[src/rtl/swrr_pkg.sv]
// ----------------------------------------------------------------------------
// swrr_pkg
// shared types and constants of the smooth weighted round-robin selector
// ----------------------------------------------------------------------------
package swrr_pkg;

	// fixed field and register widths
	localparam int SLOT_W   = 3;
	localparam int TABLE_W  = 64;
	localparam int COUNT_W  = 4;
	localparam int HEALTH_W = 8;
	localparam int BYTE_W   = 8;
	localparam int ADDR_W   = 5;
	localparam int DATA_W   = 64;

	// current weight range and working width of the add and subtract
	localparam int CW_W   = 13;
	localparam int SUM_W  = 15;
	localparam int CW_MAX = 4095;
	localparam int CW_MIN = -4095;

	// register reset values
	localparam logic [TABLE_W-1:0]  WEIGHTS_RST = 64'h0101_0101_0101_0101;
	localparam logic [COUNT_W-1:0]  SLOTS_RST   = 4'd0;
	localparam logic [HEALTH_W-1:0] HEALTH_RST  = 8'hFF;

	// register indexes (byte address 8*index)
	localparam logic [1:0] REG_WEIGHTS = 2'd0;
	localparam logic [1:0] REG_SLOTS   = 2'd1;
	localparam logic [1:0] REG_HEALTH  = 2'd2;

	// request commands
	localparam logic CMD_SELECT = 1'b0;
	localparam logic CMD_MARK   = 1'b1;

	typedef enum logic [1:0] {
		ST_SELECTED   = 2'd0,
		ST_NO_SLOTS   = 2'd1,
		ST_NO_HEALTHY = 2'd2,
		ST_MARKED     = 2'd3
	} status_t;

	typedef struct packed {
		logic              command;
		logic [SLOT_W-1:0] slot;
		logic              healthy;
	} req_t;

	typedef struct packed {
		logic [SLOT_W-1:0] chosen_slot;
		status_t           status;
	} rsp_t;

	typedef struct packed {
		logic [TABLE_W-1:0]  weight_table;
		logic [COUNT_W-1:0]  slots_in_use;
		logic [HEALTH_W-1:0] initial_health;
	} cfg_t;

	// controller to datapath
	typedef struct packed {
		logic    latch;
		logic    mark;
		logic    start;
		logic    step;
		logic    apply;
		logic    load;
		status_t status;
	} cmd_t;

	// datapath to controller
	typedef struct packed {
		logic is_mark;
		logic no_slots;
		logic last;
		logic found;
	} sts_t;

endpackage

[src/rtl/smooth_weighted_round_robin.sv]
// ----------------------------------------------------------------------------
// smooth_weighted_round_robin
// smooth weighted round-robin selector over up to eight weighted slots
// ----------------------------------------------------------------------------
//  channel   direction  handshake               payload
//  req       in         req_valid / req_stall   swrr_pkg::req_t
//  rsp       out        rsp_valid / rsp_stall   swrr_pkg::rsp_t
//  apb       in         psel / penable / pready 64-bit registers at 8*index
//
//  one request at a time; a mark or an empty configuration skips the scan,
//  a select scans the n slots in use (one slot per cycle through the shared
//  add and compare). the next request is taken while a finished response
//  waits on rsp_stall. reset clears all current weights and marks every
//  slot healthy; each register write does the same in the following cycle,
//  with the stored health mask.
// ----------------------------------------------------------------------------
module smooth_weighted_round_robin #(
	parameter int NUM_SLOTS   = 8,
	parameter int WEIGHT_BITS = 8
) (
	input  logic                        clk,
	input  logic                        arst_n,
	input  logic                        req_valid,
	output logic                        req_stall,
	input  swrr_pkg::req_t              req,
	output logic                        rsp_valid,
	input  logic                        rsp_stall,
	output swrr_pkg::rsp_t              rsp,
	input  logic                        psel,
	input  logic                        penable,
	input  logic                        pwrite,
	input  logic [swrr_pkg::ADDR_W-1:0] paddr,
	input  logic [swrr_pkg::DATA_W-1:0] pwdata,
	output logic [swrr_pkg::DATA_W-1:0] prdata,
	output logic                        pready
);

	swrr_pkg::cfg_t cfg;
	swrr_pkg::cmd_t cmd;
	swrr_pkg::sts_t sts;
	logic           reload;

	// configuration registers
	swrr_regs u_regs (
		.clk     (clk),
		.arst_n  (arst_n),
		.psel    (psel),
		.penable (penable),
		.pwrite  (pwrite),
		.paddr   (paddr),
		.pwdata  (pwdata),
		.prdata  (prdata),
		.pready  (pready),
		.cfg     (cfg),
		.reload  (reload)
	);

	// sequencer
	swrr_ctrl u_ctrl (
		.clk       (clk),
		.arst_n    (arst_n),
		.req_valid (req_valid),
		.req_stall (req_stall),
		.rsp_valid (rsp_valid),
		.rsp_stall (rsp_stall),
		.sts       (sts),
		.cmd       (cmd)
	);

	// slot state and search
	swrr_dpath #(
		.NUM_SLOTS   (NUM_SLOTS),
		.WEIGHT_BITS (WEIGHT_BITS)
	) u_dpath (
		.clk    (clk),
		.arst_n (arst_n),
		.cfg    (cfg),
		.reload (reload),
		.req    (req),
		.cmd    (cmd),
		.sts    (sts),
		.rsp    (rsp)
	);

`ifndef SYNTHESIS
	// a taken request blocks the next one
	a_one_at_a_time: assert property (@(posedge clk) disable iff (!arst_n)
		(req_valid && !req_stall) |=> req_stall)
		else $error("request taken while another is in work");

	// only a selection carries a slot number
	a_slot_zero: assert property (@(posedge clk) disable iff (!arst_n)
		(rsp_valid && rsp.status != swrr_pkg::ST_SELECTED) |-> (rsp.chosen_slot == '0))
		else $error("non-zero slot on a response that is not a selection");

	// a chosen slot is one that exists
	a_slot_range: assert property (@(posedge clk) disable iff (!arst_n)
		(rsp_valid && rsp.status == swrr_pkg::ST_SELECTED)
			|-> ({1'b0, rsp.chosen_slot} < 4'(NUM_SLOTS)))
		else $error("chosen slot beyond the slots built");
`endif

endmodule

[src/rtl/swrr_regs.sv]
// ----------------------------------------------------------------------------
// swrr_regs
// apb configuration registers with a reload pulse after every write to a known register
// ----------------------------------------------------------------------------
module swrr_regs (
	input  logic                          clk,
	input  logic                          arst_n,
	input  logic                          psel,
	input  logic                          penable,
	input  logic                          pwrite,
	input  logic [swrr_pkg::ADDR_W-1:0]   paddr,
	input  logic [swrr_pkg::DATA_W-1:0]   pwdata,
	output logic [swrr_pkg::DATA_W-1:0]   prdata,
	output logic                          pready,
	output swrr_pkg::cfg_t                cfg,
	output logic                          reload
);

	localparam int ADDR_LO = 3;
	localparam int ADDR_HI = swrr_pkg::ADDR_W - 1;

	swrr_pkg::cfg_t cfg_q;
	logic           reload_q;
	logic           wr_en;
	logic [1:0]     reg_idx;

	assign pready  = 1'b1;
	assign reg_idx = paddr[ADDR_HI:ADDR_LO];
	assign wr_en   = psel & penable & pwrite;

	// register writes, any write to a known register reloads the state
	always_ff @(posedge clk or negedge arst_n) begin
		if (!arst_n) begin
			cfg_q.weight_table   <= swrr_pkg::WEIGHTS_RST;
			cfg_q.slots_in_use   <= swrr_pkg::SLOTS_RST;
			cfg_q.initial_health <= swrr_pkg::HEALTH_RST;
			reload_q             <= 1'b0;
		end else begin
			reload_q <= 1'b0;
			if (wr_en) begin
				case (reg_idx)
					swrr_pkg::REG_WEIGHTS: begin
						cfg_q.weight_table <= pwdata[swrr_pkg::TABLE_W-1:0];
						reload_q           <= 1'b1;
					end
					swrr_pkg::REG_SLOTS: begin
						cfg_q.slots_in_use <= pwdata[swrr_pkg::COUNT_W-1:0];
						reload_q           <= 1'b1;
					end
					swrr_pkg::REG_HEALTH: begin
						cfg_q.initial_health <= pwdata[swrr_pkg::HEALTH_W-1:0];
						reload_q             <= 1'b1;
					end
					default: begin
					end
				endcase
			end
		end
	end

	// read mux
	always_comb begin
		case (reg_idx)
			swrr_pkg::REG_WEIGHTS: prdata = cfg_q.weight_table;
			swrr_pkg::REG_SLOTS:
				prdata = {{(swrr_pkg::DATA_W-swrr_pkg::COUNT_W){1'b0}}, cfg_q.slots_in_use};
			swrr_pkg::REG_HEALTH:
				prdata = {{(swrr_pkg::DATA_W-swrr_pkg::HEALTH_W){1'b0}}, cfg_q.initial_health};
			default: prdata = '0;
		endcase
	end

	assign cfg    = cfg_q;
	assign reload = reload_q;

endmodule

[src/rtl/swrr_ctrl.sv]
// ----------------------------------------------------------------------------
// swrr_ctrl
// sequencer: takes a request, steps the slot scan and hands off the result
// ----------------------------------------------------------------------------
module swrr_ctrl (
	input  logic           clk,
	input  logic           arst_n,
	input  logic           req_valid,
	output logic           req_stall,
	output logic           rsp_valid,
	input  logic           rsp_stall,
	input  swrr_pkg::sts_t sts,
	output swrr_pkg::cmd_t cmd
);

	typedef enum logic [4:0] {
		S_IDLE   = 5'b00001,
		S_DECIDE = 5'b00010,
		S_SCAN   = 5'b00100,
		S_APPLY  = 5'b01000,
		S_RESULT = 5'b10000
	} state_t;

	state_t            state_q, state_d;
	swrr_pkg::status_t status_q, status_d;
	logic              rsp_valid_q;
	logic              out_free;

	assign out_free  = !rsp_valid_q || !rsp_stall;
	assign req_stall = (state_q != S_IDLE);
	assign rsp_valid = rsp_valid_q;

	// next state and datapath commands
	always_comb begin
		state_d    = state_q;
		status_d   = status_q;
		cmd        = '0;
		cmd.status = status_q;
		case (state_q)
			S_IDLE: begin
				if (req_valid) begin
					cmd.latch = 1'b1;
					state_d   = S_DECIDE;
				end
			end
			S_DECIDE: begin
				if (sts.is_mark) begin
					cmd.mark = 1'b1;
					status_d = swrr_pkg::ST_MARKED;
					state_d  = S_RESULT;
				end else if (sts.no_slots) begin
					status_d = swrr_pkg::ST_NO_SLOTS;
					state_d  = S_RESULT;
				end else begin
					cmd.start = 1'b1;
					state_d   = S_SCAN;
				end
			end
			S_SCAN: begin
				cmd.step = 1'b1;
				if (sts.last) begin
					state_d = S_APPLY;
				end
			end
			S_APPLY: begin
				if (sts.found) begin
					cmd.apply = 1'b1;
					status_d  = swrr_pkg::ST_SELECTED;
				end else begin
					status_d = swrr_pkg::ST_NO_HEALTHY;
				end
				state_d = S_RESULT;
			end
			S_RESULT: begin
				if (out_free) begin
					cmd.load = 1'b1;
					state_d  = S_IDLE;
				end
			end
			default: begin
				state_d = S_IDLE;
			end
		endcase
	end

	// state, pending status and output valid
	always_ff @(posedge clk or negedge arst_n) begin
		if (!arst_n) begin
			state_q     <= S_IDLE;
			status_q    <= swrr_pkg::ST_SELECTED;
			rsp_valid_q <= 1'b0;
		end else begin
			state_q  <= state_d;
			status_q <= status_d;
			if (cmd.load) begin
				rsp_valid_q <= 1'b1;
			end else if (!rsp_stall) begin
				rsp_valid_q <= 1'b0;
			end
		end
	end

endmodule

[src/rtl/swrr_dpath.sv]
// ----------------------------------------------------------------------------
// swrr_dpath
// slot state, one-slot-per-cycle weight update and best search, result register
// ----------------------------------------------------------------------------
module swrr_dpath #(
	parameter int NUM_SLOTS   = 8,
	parameter int WEIGHT_BITS = 8
) (
	input  logic           clk,
	input  logic           arst_n,
	input  swrr_pkg::cfg_t cfg,
	input  logic           reload,
	input  swrr_pkg::req_t req,
	input  swrr_pkg::cmd_t cmd,
	output swrr_pkg::sts_t sts,
	output swrr_pkg::rsp_t rsp
);

	localparam int IDX_W = (NUM_SLOTS > 1) ? $clog2(NUM_SLOTS) : 1;
	localparam int CNT_W = $clog2(NUM_SLOTS + 1);
	localparam int TOT_W = WEIGHT_BITS + CNT_W;
	localparam int SUM_W = swrr_pkg::SUM_W;
	localparam int CW_W  = swrr_pkg::CW_W;

	localparam logic signed [SUM_W-1:0] SAT_HI = SUM_W'(swrr_pkg::CW_MAX);
	localparam logic signed [SUM_W-1:0] SAT_LO = SUM_W'(swrr_pkg::CW_MIN);

	swrr_pkg::req_t                req_q;
	swrr_pkg::rsp_t                rsp_q;
	logic signed [CW_W-1:0]        cw_q [NUM_SLOTS];
	logic [NUM_SLOTS-1:0]          health_q;
	logic [WEIGHT_BITS-1:0]        weight [NUM_SLOTS];
	logic [IDX_W-1:0]              idx_q;
	logic [IDX_W-1:0]              best_q;
	logic signed [CW_W-1:0]        best_val_q;
	logic                          found_q;
	logic [TOT_W-1:0]              total_q;

	logic [swrr_pkg::COUNT_W-1:0]  n_full;
	logic [CNT_W-1:0]              n_act;
	logic                          mark_ok;
	logic signed [SUM_W-1:0]       add_sum;
	logic signed [CW_W-1:0]        add_sat;
	logic signed [SUM_W-1:0]       sub_sum;
	logic signed [CW_W-1:0]        sub_sat;
	logic                          take;

	// per-slot weights taken from the table
	for (genvar k = 0; k < NUM_SLOTS; k++) begin : g_weight
		assign weight[k] = cfg.weight_table[k*swrr_pkg::BYTE_W +: WEIGHT_BITS];
	end

	// slots in use, limited to the slots built
	assign n_full = (cfg.slots_in_use > swrr_pkg::COUNT_W'(NUM_SLOTS)) ?
		swrr_pkg::COUNT_W'(NUM_SLOTS) : cfg.slots_in_use;
	assign n_act   = n_full[CNT_W-1:0];
	assign mark_ok = ({1'b0, req_q.slot} < n_full);

	// add the slot weight and clamp from above
	assign add_sum = SUM_W'(cw_q[idx_q]) + $signed({{(SUM_W-WEIGHT_BITS){1'b0}}, weight[idx_q]});
	assign add_sat = (add_sum > SAT_HI) ? CW_W'(SAT_HI) : add_sum[CW_W-1:0];
	assign take    = health_q[idx_q] && (!found_q || (add_sat > best_val_q));

	// subtract the total from the winner and clamp from below
	assign sub_sum = SUM_W'(best_val_q) - $signed({{(SUM_W-TOT_W){1'b0}}, total_q});
	assign sub_sat = (sub_sum < SAT_LO) ? CW_W'(SAT_LO) : sub_sum[CW_W-1:0];

	// request latch
	always_ff @(posedge clk) begin
		if (cmd.latch) begin
			req_q <= req;
		end
	end

	// current weights and health flags
	always_ff @(posedge clk or negedge arst_n) begin
		if (!arst_n) begin
			for (int k = 0; k < NUM_SLOTS; k++) begin
				cw_q[k] <= '0;
			end
			health_q <= '1;
		end else if (reload) begin
			for (int k = 0; k < NUM_SLOTS; k++) begin
				cw_q[k] <= '0;
			end
			health_q <= cfg.initial_health[NUM_SLOTS-1:0];
		end else begin
			if (cmd.mark && mark_ok) begin
				health_q[req_q.slot[IDX_W-1:0]] <= req_q.healthy;
			end
			if (cmd.step && health_q[idx_q]) begin
				cw_q[idx_q] <= add_sat;
			end
			if (cmd.apply) begin
				cw_q[best_q] <= sub_sat;
			end
		end
	end

	// scan index, running total and best so far
	always_ff @(posedge clk or negedge arst_n) begin
		if (!arst_n) begin
			idx_q   <= '0;
			found_q <= 1'b0;
		end else if (cmd.start) begin
			idx_q   <= '0;
			found_q <= 1'b0;
		end else if (cmd.step) begin
			idx_q <= idx_q + IDX_W'(1);
			if (take) begin
				found_q <= 1'b1;
			end
		end
	end

	always_ff @(posedge clk) begin
		if (cmd.start) begin
			total_q <= '0;
		end else if (cmd.step) begin
			if (health_q[idx_q]) begin
				total_q <= total_q + TOT_W'(weight[idx_q]);
			end
			if (take) begin
				best_q     <= idx_q;
				best_val_q <= add_sat;
			end
		end
	end

	// result register
	always_ff @(posedge clk) begin
		if (cmd.load) begin
			rsp_q.status <= cmd.status;
			rsp_q.chosen_slot <= (cmd.status == swrr_pkg::ST_SELECTED) ?
				swrr_pkg::SLOT_W'(best_q) : '0;
		end
	end

	assign sts.is_mark  = (req_q.command == swrr_pkg::CMD_MARK);
	assign sts.no_slots = (n_act == '0);
	assign sts.last     = ((CNT_W'(idx_q) + CNT_W'(1)) == n_act);
	assign sts.found    = found_q;
	assign rsp          = rsp_q;

endmodule

[config.mk]
export PLATFORM = sky130hd
export DESIGN_NAME = smooth_weighted_round_robin
export DESIGN_NICKNAME = d
export VERILOG_FILES = /design/src/rtl/swrr_pkg.sv /design/src/rtl/smooth_weighted_round_robin.sv /design/src/rtl/swrr_regs.sv /design/src/rtl/swrr_ctrl.sv /design/src/rtl/swrr_dpath.sv
export SDC_FILE = /design/constraint.sdc
export NUM_CORES = 1
export LEC_CHECK = 0
export ABC_AREA = 1
export BUFFER_PORTS_ARGS = -buffer_cell sky130_fd_sc_hd__buf_2
export CAP_MARGIN = 20
export CORE_UTILIZATION = 30
export DETAILED_ROUTE_END_ITERATION = 8
export PLACE_DENSITY = 0.44
export SYNTH_ARGS = -nofsm -noshare
export SYNTH_HDL_FRONTEND = slang
export SYNTH_SLANG_ARGS = --single-unit
export TNS_END_PERCENT = 100
[constraint.sdc]
create_clock -name clk -period 7.2 [get_ports clk]
set_clock_uncertainty 0.15 [all_clocks]
set_input_delay 1.44 -clock clk [delete_from_list [all_inputs] [get_ports clk]]
set_output_delay 1.44 -clock clk [all_outputs]
set_load 0.02 [all_outputs]
==> results of run 1 <==
==> stage by stage <==
step	instances	hold WS [ps]	setup WS (ps)	utilization, %	power [mW]
after CTS	2742	297.3	916.5	35.48	5.436
after detailed placement	2687	282.8	961.4	33.29	3.804
after global routing	2742	300.5	512.1	35.48	5.719
final	2742	294.9	955.7	35.48	5.407
after global placement	2687	282.0	1018	33.29	3.795
after floorplan	1972	272.4	1486	-	3.056
==> power by group <==
group	switching, mW	total, mW	internal (mW)	leakage, nW
Clock	0.650	1.61	0.959	0.510
Sequential	0.116	1.71	1.59	2.85
Combinational	1.46	2.09	0.631	5.39
==> sequential cells by signal, summed over array words and instances (netlist names), 4 cells and up <==
signal	count
u_dpath.cw_q	104
u_regs.cfg	76
u_dpath.best_val_q	13
u_dpath.total_q	12
u_dpath.health_q	8
u_ctrl.state_q	5
u_dpath.rsp	5
u_dpath.req_q	4
==> final cells by class <==
cell class	count	area, um2
Fill cell	5101	30740
Clock buffer	39	835.8
Multi-Input combinational cell	1396	7038
Timing Repair Buffer	185	1027
Inverter	252	945.9
Tap cell	615	769.5
Clock inverter	16	203.9
Sequential cell	239	6082
==> worst reg2reg max path, delay by kind of cell (launching register included) <==
family                     cells  cell delay (ps)
and+or+nand+nor               15             2030
AOI/OAI and AO/OA              8             1410
buffers and inverters          3              940
adders and majority gates      2              700
DFF                            1              550
xor gates and xnor gates       1              130
==> path summary, 6_finish.rpt <==
kind	start	end	cells past startpoint
max	u_dpath.idx_q[1]	u_dpath.best_val_q[5]	29
min	u_ctrl.status_q[1]	u_dpath.rsp[1]	0
max reg2reg	u_dpath.idx_q[1]	u_dpath.best_val_q[5]	29
min reg2reg	u_ctrl.status_q[1]	u_dpath.rsp[1]	0
max in group asynchronous	arst_n	u_dpath.cw_q[77]	2
min in group asynchronous	arst_n	u_dpath.cw_q[9]	1
==> cell families after synthesis <==
logic type	synth area share (%)
buffers and inverters	9.559
adders and majority gates	4.214
DFF	41.97
and+or+nand+nor	25.79
AOI/OAI and AO/OA	17.17
xor gates and xnor gates	1.269
other	0.02588
==> cell usage in the layout, fill, tap and decap left out, types with 5 or more instances in the layout <==
cell       count
nand3_1       48
o22ai_1       17
nand3_4        9
clkinv_2       7
buf_2        147
o21ai_1        7
o2111ai_1      6
buf_4         37
clkinv_1       6
dfxtp_1       12
nor2_4        11
nor3_1         5
dfstp_2       25
a221oi_1      17
nand4_1       16
dfrtp_1      176
o221ai_1       8
nor2_1       187
a22oi_1       12
a21oi_1      300
nand2_2        9
a22o_1         5
xor2_1        13
o21ai_0       55
xnor2_1        8
inv_1        234
clkbuf_16     31
nand2_1      573
clkbuf_1       5
ha_1          44
o211ai_1       9
edfxtp_1      26
inv_2         15
==> routing by layer <==
metal  share of wire, %  routed length, um  vias to the layer above  global-route usage (%)
li1                   -                  -                     6665                       -
met1                 47              25720                     6695                   31.18
met2                 46              25030                      378                   35.54
met3                5.2               2866                       69                   2.717
met4                2.0               1081                        0                   5.175
met5                  0                  0                        -                       0
==> cells in the mapped netlist (4+ instances only) <==
master       n
xor2_1      13
clkbuf_1    35
nand2_1    574
a21oi_1    300
ha_1        44
nand3_1     48
nand4_1     16
nand2_2      9
nor2_2       4
a221oi_1    17
a22oi_1     12
a22o_1       5
nor2_1     188
inv_2       14
dfrtp_1    176
o21ai_1      7
o21ai_0     55
o2111ai_1    6
dfstp_2     25
o22ai_1     17
inv_1      235
edfxtp_1    26
xnor2_1      8
o221ai_1     8
buf_6        7
dfxtp_1     12
o211ai_1     9
nor2_4      10
nand3_4      9
buf_2       36
nor3_1       5
==> reports/results.ini, run 1 <==
[outcome]
outcome = complete, no violations

[worst_setup_path]
critPathTopFamily = simple AND/OR/NAND/NOR gates
ff2ff_setup_slack_ps = 960
cp_slowest_cell = dfrtp_1
cp_num_buf_inv = 3
arrival_ps = 6370
crit_type = register to register
required_ps = 7330
crit_top_cell = nand2_1
start_kind = register
end_kind = register
critical-path-max-stage-delay_ps = 550
crit_fanout = 13

[route]
drt_iter0_markers = 1228
detail_route.vias_per_cell = 5.035
vias = 13810
drtAntennaViolNets = 0
wirelength_mm = 54.70
dr.pass1.iters = 5
wl_per_cell_um = 19.95
remaining_drc_errors = 0

[run]
cap_violations = 0

[pwr]
ir_worst_vdd_mv = 0.1978
leakage_nw = 8.754
powerDensity_nw_per_um2 = 319.9

[global_routing]
grt_pass1_wl_mm = 82.51
grt_max_degree = 107
grt_antenna_before_repair = 0
grt_pass1_vias = 13260
grt_usage_pct = 22.00
grt_overflow = 0

[finish]
num_antenna_cells = 0
drive_gt1_share_pct = 14.95
fin_nets = 2232
area_delta_synth_final_pct = 16.65
post-route-cell-area_um2 = 16900

[clocking]
clk_pin_slew_ps = 60
cts_resized = 0
cts_hold_buffers = 0
cts_buffer_depth = 3
htreeDepth = 1
clock_latency_ps = 610
numClockSinks = 239
cts_setup_buffers = 0
cts_buffers = 30
cts_root_buffer = clkbuf_16
cts_tree = yes

[logic_synthesis]
synth_edf_count = 26
synth_seq_area_share_pct = 41.97
yosys.cell_types.count = 51
ys_top_cells_by_area = dfrtp_1 30%, nand2_1 15%, a21oi_1 10%
synthArstFlopShare_pct = 84.10
synth_nets = 2100
syn_avg_cell_area_um2 = 7.348
synthCells = 1972
synth_ff_type = dfrtp_1
synth_top_cell_by_area = dfrtp_1
yosys_warnings = 0
ys_ff_latch = 239
netlist_area_um2 = 14490
yosysTopAreaCellShare_pct = 30.39

[floorplanning]
core_um2 = 47650
fp.dieW_um = 221.8
dieHeight_um = 221.8
start_util_pct = 30.41
num_rows = 80
die-area_um2 = 49180
io_pins = 153

[timing]
finalCriticalPeriod_ps = 6244
tns_ps = 0
slew_headroom_pct = 31.74
rsz0062_at_grt = no
timing.fmax_mhz = 160.1
hold_viol = 0
worstMarginPinSlew_ps = 1024
period_share_pct = 86.73
setup_violations = 0
drv_slew = 0

[worst_hold_path]
hold_path.class = register to register

[place]
hpwl_mm = 37.81
dpl_cell_area_um2 = 15860
place.gp.congestion = 0.8942
numPortBuffers = 148

Power figures use the tool's default switching activity.
==> run 2: changes to the inputs <==
Settings changed: RECOVER_POWER set to 100.
==> run 2 against run 1 <==
Effect of this change:
- the run now ends with capacitance limit, slew limit left
- routed wire length about the same
- register-to-register slack worse by 210 ps
- cell count unchanged
- utilization down 0.44 points
- maximum frequency down 3.2%
- non-clock buffer count unchanged
- setup slack worse by 210 ps
- sequential power about the same
- critical endpoint unchanged
- largest cell class unchanged
- highest routed layer unchanged
==> reports/results.ini, run 2 (synthesis results as in run 1) <==
[worst_setup_path]
cp_slowest_cell = inv_1
end_kind = register
cp_num_buf_inv = 5  ; +2
start_kind = register
critical_path_cell_count = 27  ; -6.9%
arrival_ps = 6580  ; +210 ps
critPathTopFamily = compound AO/OA/AOI/OAI gates
reg2regPathDepth = 27  ; -6.9%
critical-path-max-stage-delay_ps = 700  ; +150 ps
crit_type = register to register
crit_top_cell = a21oi_1
crit_fanout = 16  ; +3
required_ps = 7330  ; about the same

[place]
numPortBuffers = 148  ; unchanged
pre_cts_slack_ps = 961.4  ; unchanged
dpl_cell_area_um2 = 15860  ; unchanged
numPlacedInstances = 2687  ; unchanged
hpwl_mm = 37.81  ; unchanged
place.gp.congestion = 0.8942  ; unchanged

[global_routing]
grt_use_met2_pct = 35.54  ; unchanged
grt.busiest_layer = met2
grt_usage_pct = 22.00  ; unchanged
grt_overflow = 0  ; unchanged
grt_pass1_wl_mm = 82.51  ; unchanged
grt_pass1_vias = 13260  ; unchanged
grtUsageMet3_pct = 2.717  ; unchanged
met1_usage_pct = 31.18  ; unchanged
grt_max_degree = 107  ; unchanged
grt_antenna_before_repair = 0  ; unchanged

[finish]
post-route-cell-area_um2 = 16690  ; -1.2%
fin_util_pct = 35.04  ; -0.44 points
drive_gt1_share_pct = 10.44  ; -4.5 points
fin_nets = 2232  ; unchanged
finalNonFillerCells = 2742  ; unchanged
regMostFlops = u_dpath.cw_q
largest_register_ffs = 104  ; unchanged
num_antenna_cells = 0  ; unchanged
layout_common_cells = 576 x nand2_1, 300 x a21oi_1, 237 x inv_1
final_common_cell = nand2_1
area_delta_synth_final_pct = 15.21

[worst_hold_path]
hold_path.class = register to register
hold_depth = 0  ; unchanged

[clocking]
clock_latency_ps = 610  ; about the same
cts_resized = 0  ; unchanged
cts_buffer_depth = 3  ; unchanged
cts_setup_buffers = 0  ; unchanged
htreeDepth = 1  ; unchanged
cts_buffers = 30  ; unchanged
cts_hold_buffers = 0  ; unchanged
numClockSinks = 239  ; unchanged
clk_pin_slew_ps = 60  ; about the same
cts_tree = yes
cts_root_buffer = clkbuf_16

[route]
drtAntennaViolNets = 0  ; unchanged
vias = 13820  ; +0.11%
wirelength_mm = 54.65  ; about the same
wl_per_cell_um = 19.93  ; about the same
drt_iter0_markers = 1154  ; -6.0%
remaining_drc_errors = 0  ; unchanged
dr.pass1.iters = 5  ; unchanged
detail_route.vias_per_cell = 5.041  ; +0.11%

[pwr]
power_mw = 5.351  ; -1.0%
leakage_nw = 8.413  ; -3.9%
ir_worst_vdd_mv = 0.1979  ; about the same
powerDensity_nw_per_um2 = 320.6  ; +0.20%
swShare_pct = 41.43  ; +0.23 points
clkPwrFrac_pct = 30.1  ; +0.3 points
switchingPower_mw = 2.217  ; -0.48%
p_int_mw = 3.134  ; -1.4%
combPwrFrac_pct = 38.0  ; -0.7 points
seqPwrFrac_pct = 31.9  ; +0.4 points

[timing]
hold_viol = 0  ; unchanged
finalCriticalPeriod_ps = 6450  ; +206.0 ps
period_share_pct = 89.59  ; +2.9 points
rsz0062_at_grt = no
slew_headroom_pct = -206.6  ; -240 points
setup_violations = 0  ; unchanged
setup_ws_ps = 749.7  ; -206.0 ps
tns_ps = 0  ; unchanged
timing.fmax_mhz = 155.0  ; -3.2%
drv_slew = 260  ; +260
worstMarginPinSlew_ps = 4598  ; +3575 ps
whs_ps = 295.2  ; +0.2930 ps

[floorplanning]
io_pins = 153  ; unchanged
dieHeight_um = 221.8  ; unchanged
die-area_um2 = 49180  ; unchanged
start_util_pct = 30.41  ; unchanged
fp.dieW_um = 221.8  ; unchanged
core_um2 = 47650  ; unchanged
num_rows = 80  ; unchanged

[run]
cap_violations = 4  ; +4

[outcome]
violations = capacitance limit, slew limit
outcome = finished with violations

## run 2: changes by cell type in the layout (fill, tap and decap cells not counted), moves of 4 or more
| cell | delta |
|---|---|
| nand3_1 | +5 |
| buf_4 | -11 |
| buf_2 | -72 |
| clkbuf_1 | +84 |
| o21ai_0 | +4 |
| o21ai_1 | -4 |
## run 2: path summary, 6_finish.rpt
| path | startpoint | to | slack [ps] |
|---|---|---|---|
| max | u_dpath.idx_q[1] | u_dpath.best_val_q[5] | 750 |
| min | u_ctrl.status_q[1] | u_dpath.rsp[1] | 300 |
| max reg2reg | u_dpath.idx_q[1] | u_dpath.best_val_q[5] | 750 |
| min reg2reg | u_ctrl.status_q[1] | u_dpath.rsp[1] | 300 |
| max in group asynchronous | arst_n | u_dpath.cw_q[77] | 1830 |
| min in group asynchronous | arst_n | u_dpath.cw_q[9] | 2330 |
## run 2: area by class of cell
| type | count | area (um2) |
|---|---|---|
| multi-input combinational | 1396 | 6970 |
| sequential | 239 | 6082 |
| inverter | 252 | 945.9 |
| clock inverter | 16 | 203.9 |
| tap | 615 | 769.5 |
| clock buffer | 39 | 835.8 |
| fill | 5159 | 30950 |
| timing repair buffer | 185 | 885.9 |
## run 2: metal layers
layer | vias up | share of wire [%]
li1 | 6670 | -
met1 | 6674 | 47
met2 | 407 | 46
met3 | 71 | 5.6
met4 | 0 | 2.0
met5 | - | 0
## run 2: power by group through the flow
stage               registers [mW]  logic, mW  clock network, mW
floorplan                     1.70       1.36                  0
global placement              1.72       2.07                  0
detailed placement            1.73       2.08                  0
CTS                           1.70       2.09               1.65
global route                  1.73       2.24               1.70
finish                        1.71       2.04               1.61
## run 2: worst register-to-register path: cells and delay by family, from the launching register on
family / cells / cell delay [ps]
adders and majority gates: 3 / 1000
xor gates and xnor gates: 1 / 130
and+or+nand+nor: 8 / 1360
DFF: 1 / 520
buffers and inverters: 5 / 1400
AOI/OAI and AO/OA: 10 / 1580
==> run 3: changes to the inputs <==
Settings changed: SYNTH_HIERARCHICAL set to 1.
==> run 3 against run 2 <==
Effect of this change:
- synthesized area rose by 4.2%
- routed wire length up 6.4%
- the flow still finishes with violations (capacitance limit, slew limit)
- register-to-register slack worse by 150 ps
- global-route usage rose by 1.1 points
- cell count up 9.3%
- die area increased by 4.2%
- utilization increased by 0.47 points
- flip-flop and latch count is the same
- sequential power rose by 5%
==> reports/results.ini, run 3 <==
[timing]
hold_viol = 0  ; unchanged
timing.fmax_mhz = 151.4  ; -2.3%
worstMarginPinSlew_ps = 4242  ; -356.1 ps
setup_ws_ps = 595.8  ; -153.9 ps
rsz0062_at_grt = no
slew_headroom_pct = -183.9  ; +23 points
finalCriticalPeriod_ps = 6604  ; +153.9 ps
tns_ps = 0  ; unchanged
period_share_pct = 91.72  ; +2.1 points
setup_violations = 0  ; unchanged
drv_slew = 269  ; +3.5%

[worst_setup_path]
start_kind = register
arrival_ps = 6690  ; +110 ps
end_kind = register
crit_type = register to register
required_ps = 7290  ; -40 ps
crit_fanout = 17  ; +1

[global_routing]
grt_overflow = 0  ; unchanged
grt_antenna_before_repair = 0  ; unchanged
grt_pass1_wl_mm = 88.52  ; +7.3%
grt_max_degree = 135  ; +26%
grt_usage_pct = 23.10  ; +1.1 points
grt_pass1_vias = 14410  ; +8.7%

[logic_synthesis]
syn_avg_cell_area_um2 = 6.959  ; -5.3%
synthArstFlopShare_pct = 84.10  ; unchanged
synth_seq_area_share_pct = 40.27  ; -1.7 points
synth_edf_count = 26  ; unchanged
synth_top_cell_by_area = dfrtp_1
yosysMostFrequentCell = nand2_1
yosys_warnings = 6  ; +6
netlist_area_um2 = 15100  ; +4.2%
synth_ff_type = dfrtp_1
synth_nets = 2298  ; +9.4%
yosysTopAreaCellShare_pct = 29.16  ; -1.2 points
ys_ff_latch = 239  ; unchanged
ys_top_cells_by_area = dfrtp_1 29%, nand2_1 19%, a21oi_1 7.2%
yosys-top-cells-count = 762 x nand2_1, 241 x inv_1, 217 x a21oi_1, 189 x nor2_1, 176 x dfrtp_1
yosys.cell_types.count = 51  ; unchanged
synthCells = 2170  ; +10%

[finish]
fin_nets = 2434  ; +9.1%
area_delta_synth_final_pct = 15.82
drive_gt1_share_pct = 9.949  ; -0.49 points
fill_cells = 5454  ; +5.7%
layout_common_cells = 764 x nand2_1, 243 x inv_1, 217 x a21oi_1
largest_register_ffs = 104  ; unchanged
post-route-cell-area_um2 = 17490  ; +4.8%
regMostFlops = u_dpath/cw_q
num_antenna_cells = 0  ; unchanged
final_common_cell = nand2_1

[floorplanning]
core_um2 = 49250  ; +3.4%
num_rows = 81  ; +1.3%
dieHeight_um = 226.4  ; +2.1%
die-area_um2 = 51240  ; +4.2%
io_pins = 153  ; unchanged
fp.dieW_um = 226.4  ; +2.1%
start_util_pct = 30.66  ; +0.25 points

[clocking]
cts_tree = yes
htreeDepth = 2  ; +1
cts_buffers = 34  ; +13%
clock_latency_ps = 570  ; -40 ps
cts_buffer_depth = 3  ; unchanged
numClockSinks = 239  ; unchanged
clk_pin_slew_ps = 60  ; about the same
cts_root_buffer = clkbuf_16

[route]
detail_route.vias_per_cell = 4.921  ; -2.4%
drt_iter0_markers = 1276  ; +11%
wirelength_mm = 58.14  ; +6.4%
remaining_drc_errors = 0  ; unchanged
dr.pass1.iters = 5  ; unchanged
vias = 14740  ; +6.7%
drtAntennaViolNets = 0  ; unchanged
wl_per_cell_um = 19.41  ; -2.6%

[pwr]
power_mw = 5.269  ; -1.5%
powerDensity_nw_per_um2 = 301.3  ; -6.0%
leakage_nw = 8.503  ; +1.1%
ir_worst_vdd_mv = 0.1808  ; -8.7%

[outcome]
outcome = finished with violations
violations = capacitance limit, slew limit

[place]
hpwl_mm = 40.36  ; +6.7%
dpl_cell_area_um2 = 16540  ; +4.3%
pre_cts_slack_ps = 545.6  ; -415.7 ps
numPortBuffers = 148  ; unchanged
place.gp.congestion = 0.8834  ; -1.2%

[run]
cap_violations = 3  ; -1

[worst_hold_path]
hold_path.class = register to register

[run 3: changes by cell type in the layout (fill, tap and decap cells not counted), moves of 8 or more]
cell      delta
o21ai_1      +8
nand3_1     +52
o21ai_0     +23
a21oi_1     -83
nand2_1    +188
o221ai_1     -8
buf_4       +11
nor2_4       -8
[run 3: final cells by class]
| class | count | area, um2 | share of cell area, % |
|---|---|---|---|
| Clock buffer | 55 | 1021 | 5.837 |
| Clock inverter | 7 | 107.6 | 0.6152 |
| Inverter | 259 | 975.9 | 5.580 |
| Multi-Input combinational cell | 1579 | 7506 | 42.91 |
| Sequential cell | 239 | 6083 | 34.78 |
| Tap cell | 664 | 830.8 | 4.750 |
| Timing Repair Buffer | 193 | 965.9 | 5.523 |
[run 3: logic make-up after synthesis]
family / share of synthesized area [%]
AOI/OAI and AO/OA: 14.24
xor gates and xnor gates: 1.334
adders and majority gates: 4.043
buffers and inverters: 9.702
DFF: 40.27
other: 0.02483
and+or+nand+nor: 30.38
[run 3: stage by stage]
stage / utilization (%) / hold slack, ps / cells
finish: 35.51 / 311.7 / 2996
global route: 35.51 / 342.6 / 2996
CTS: 35.88 / 321.8 / 2996
detailed placement: 33.59 / 302.6 / 2934
global placement: 33.59 / 298.4 / 2934
floorplan: - / 271.7 / 2170
[run 3: where the power goes]
part / internal, mW / switching, mW / total (mW)
clock: 1.02 / 0.671 / 1.69
combinational: 0.511 / 1.27 / 1.79
sequential: 1.60 / 0.199 / 1.80
total: 3.12 / 2.14 / 5.27
[run 3: metal layers]
metal | part of all wire [%] | track usage (%) | vias up
li1 | - | - | 7234
met1 | 46 | 32.09 | 7027
met2 | 46 | 36.80 | 400
met3 | 4.7 | 2.955 | 83
met4 | 3.1 | 7.999 | 0
met5 | 0 | 0 | -
[run 3: worst max-delay path: stages, from the launching register on]
cell      delay [ps]
dfrtp_1          830
inv_2            310
nand3_1          330
inv_1            140
a22o_1           210
a221oi_1         280
nand4_1          340
ha_1             480
nand2_1           90
nor3_1           130
nand2_1           60
nand3_1          100
nand2_1           70
nand2_1          160
nand3_1          120
nand2_1           90
nand2_2          310
nand2_1          520
inv_1            100
ha_1             190
nor3_1           180
o21a_1           150
nor2_1            40
o21ai_0          150
nand3_1           90
a21o_1           200
a21oi_1          180
buf_4            270
[run 3: final timing paths]
check                                     from                    end  slack [ps]  cells after the start
setup / recovery              u_dpath/idx_q[1]  u_dpath/best_val_q[0]         600                     27
hold / removal             u_dpath/total_q[11]    u_dpath/total_q[11]         310                      1
setup reg to reg              u_dpath/idx_q[1]  u_dpath/best_val_q[0]         600                     27
hold reg to reg            u_dpath/total_q[11]    u_dpath/total_q[11]         310                      1
max in group asynchronous               arst_n       u_dpath/cw_q[47]        1120                      2
min in group asynchronous               arst_n         u_regs/cfg[33]        2010                      1
[run 3: repair_timing]
action | in CTS | in global routing
hold buffers | 0 | 0
setup buffers | 0 | 0
setup endpoints to repair | 0 | 13
gates resized for setup | 0 | 1
endpoints found under the hold margin | 0 | 0
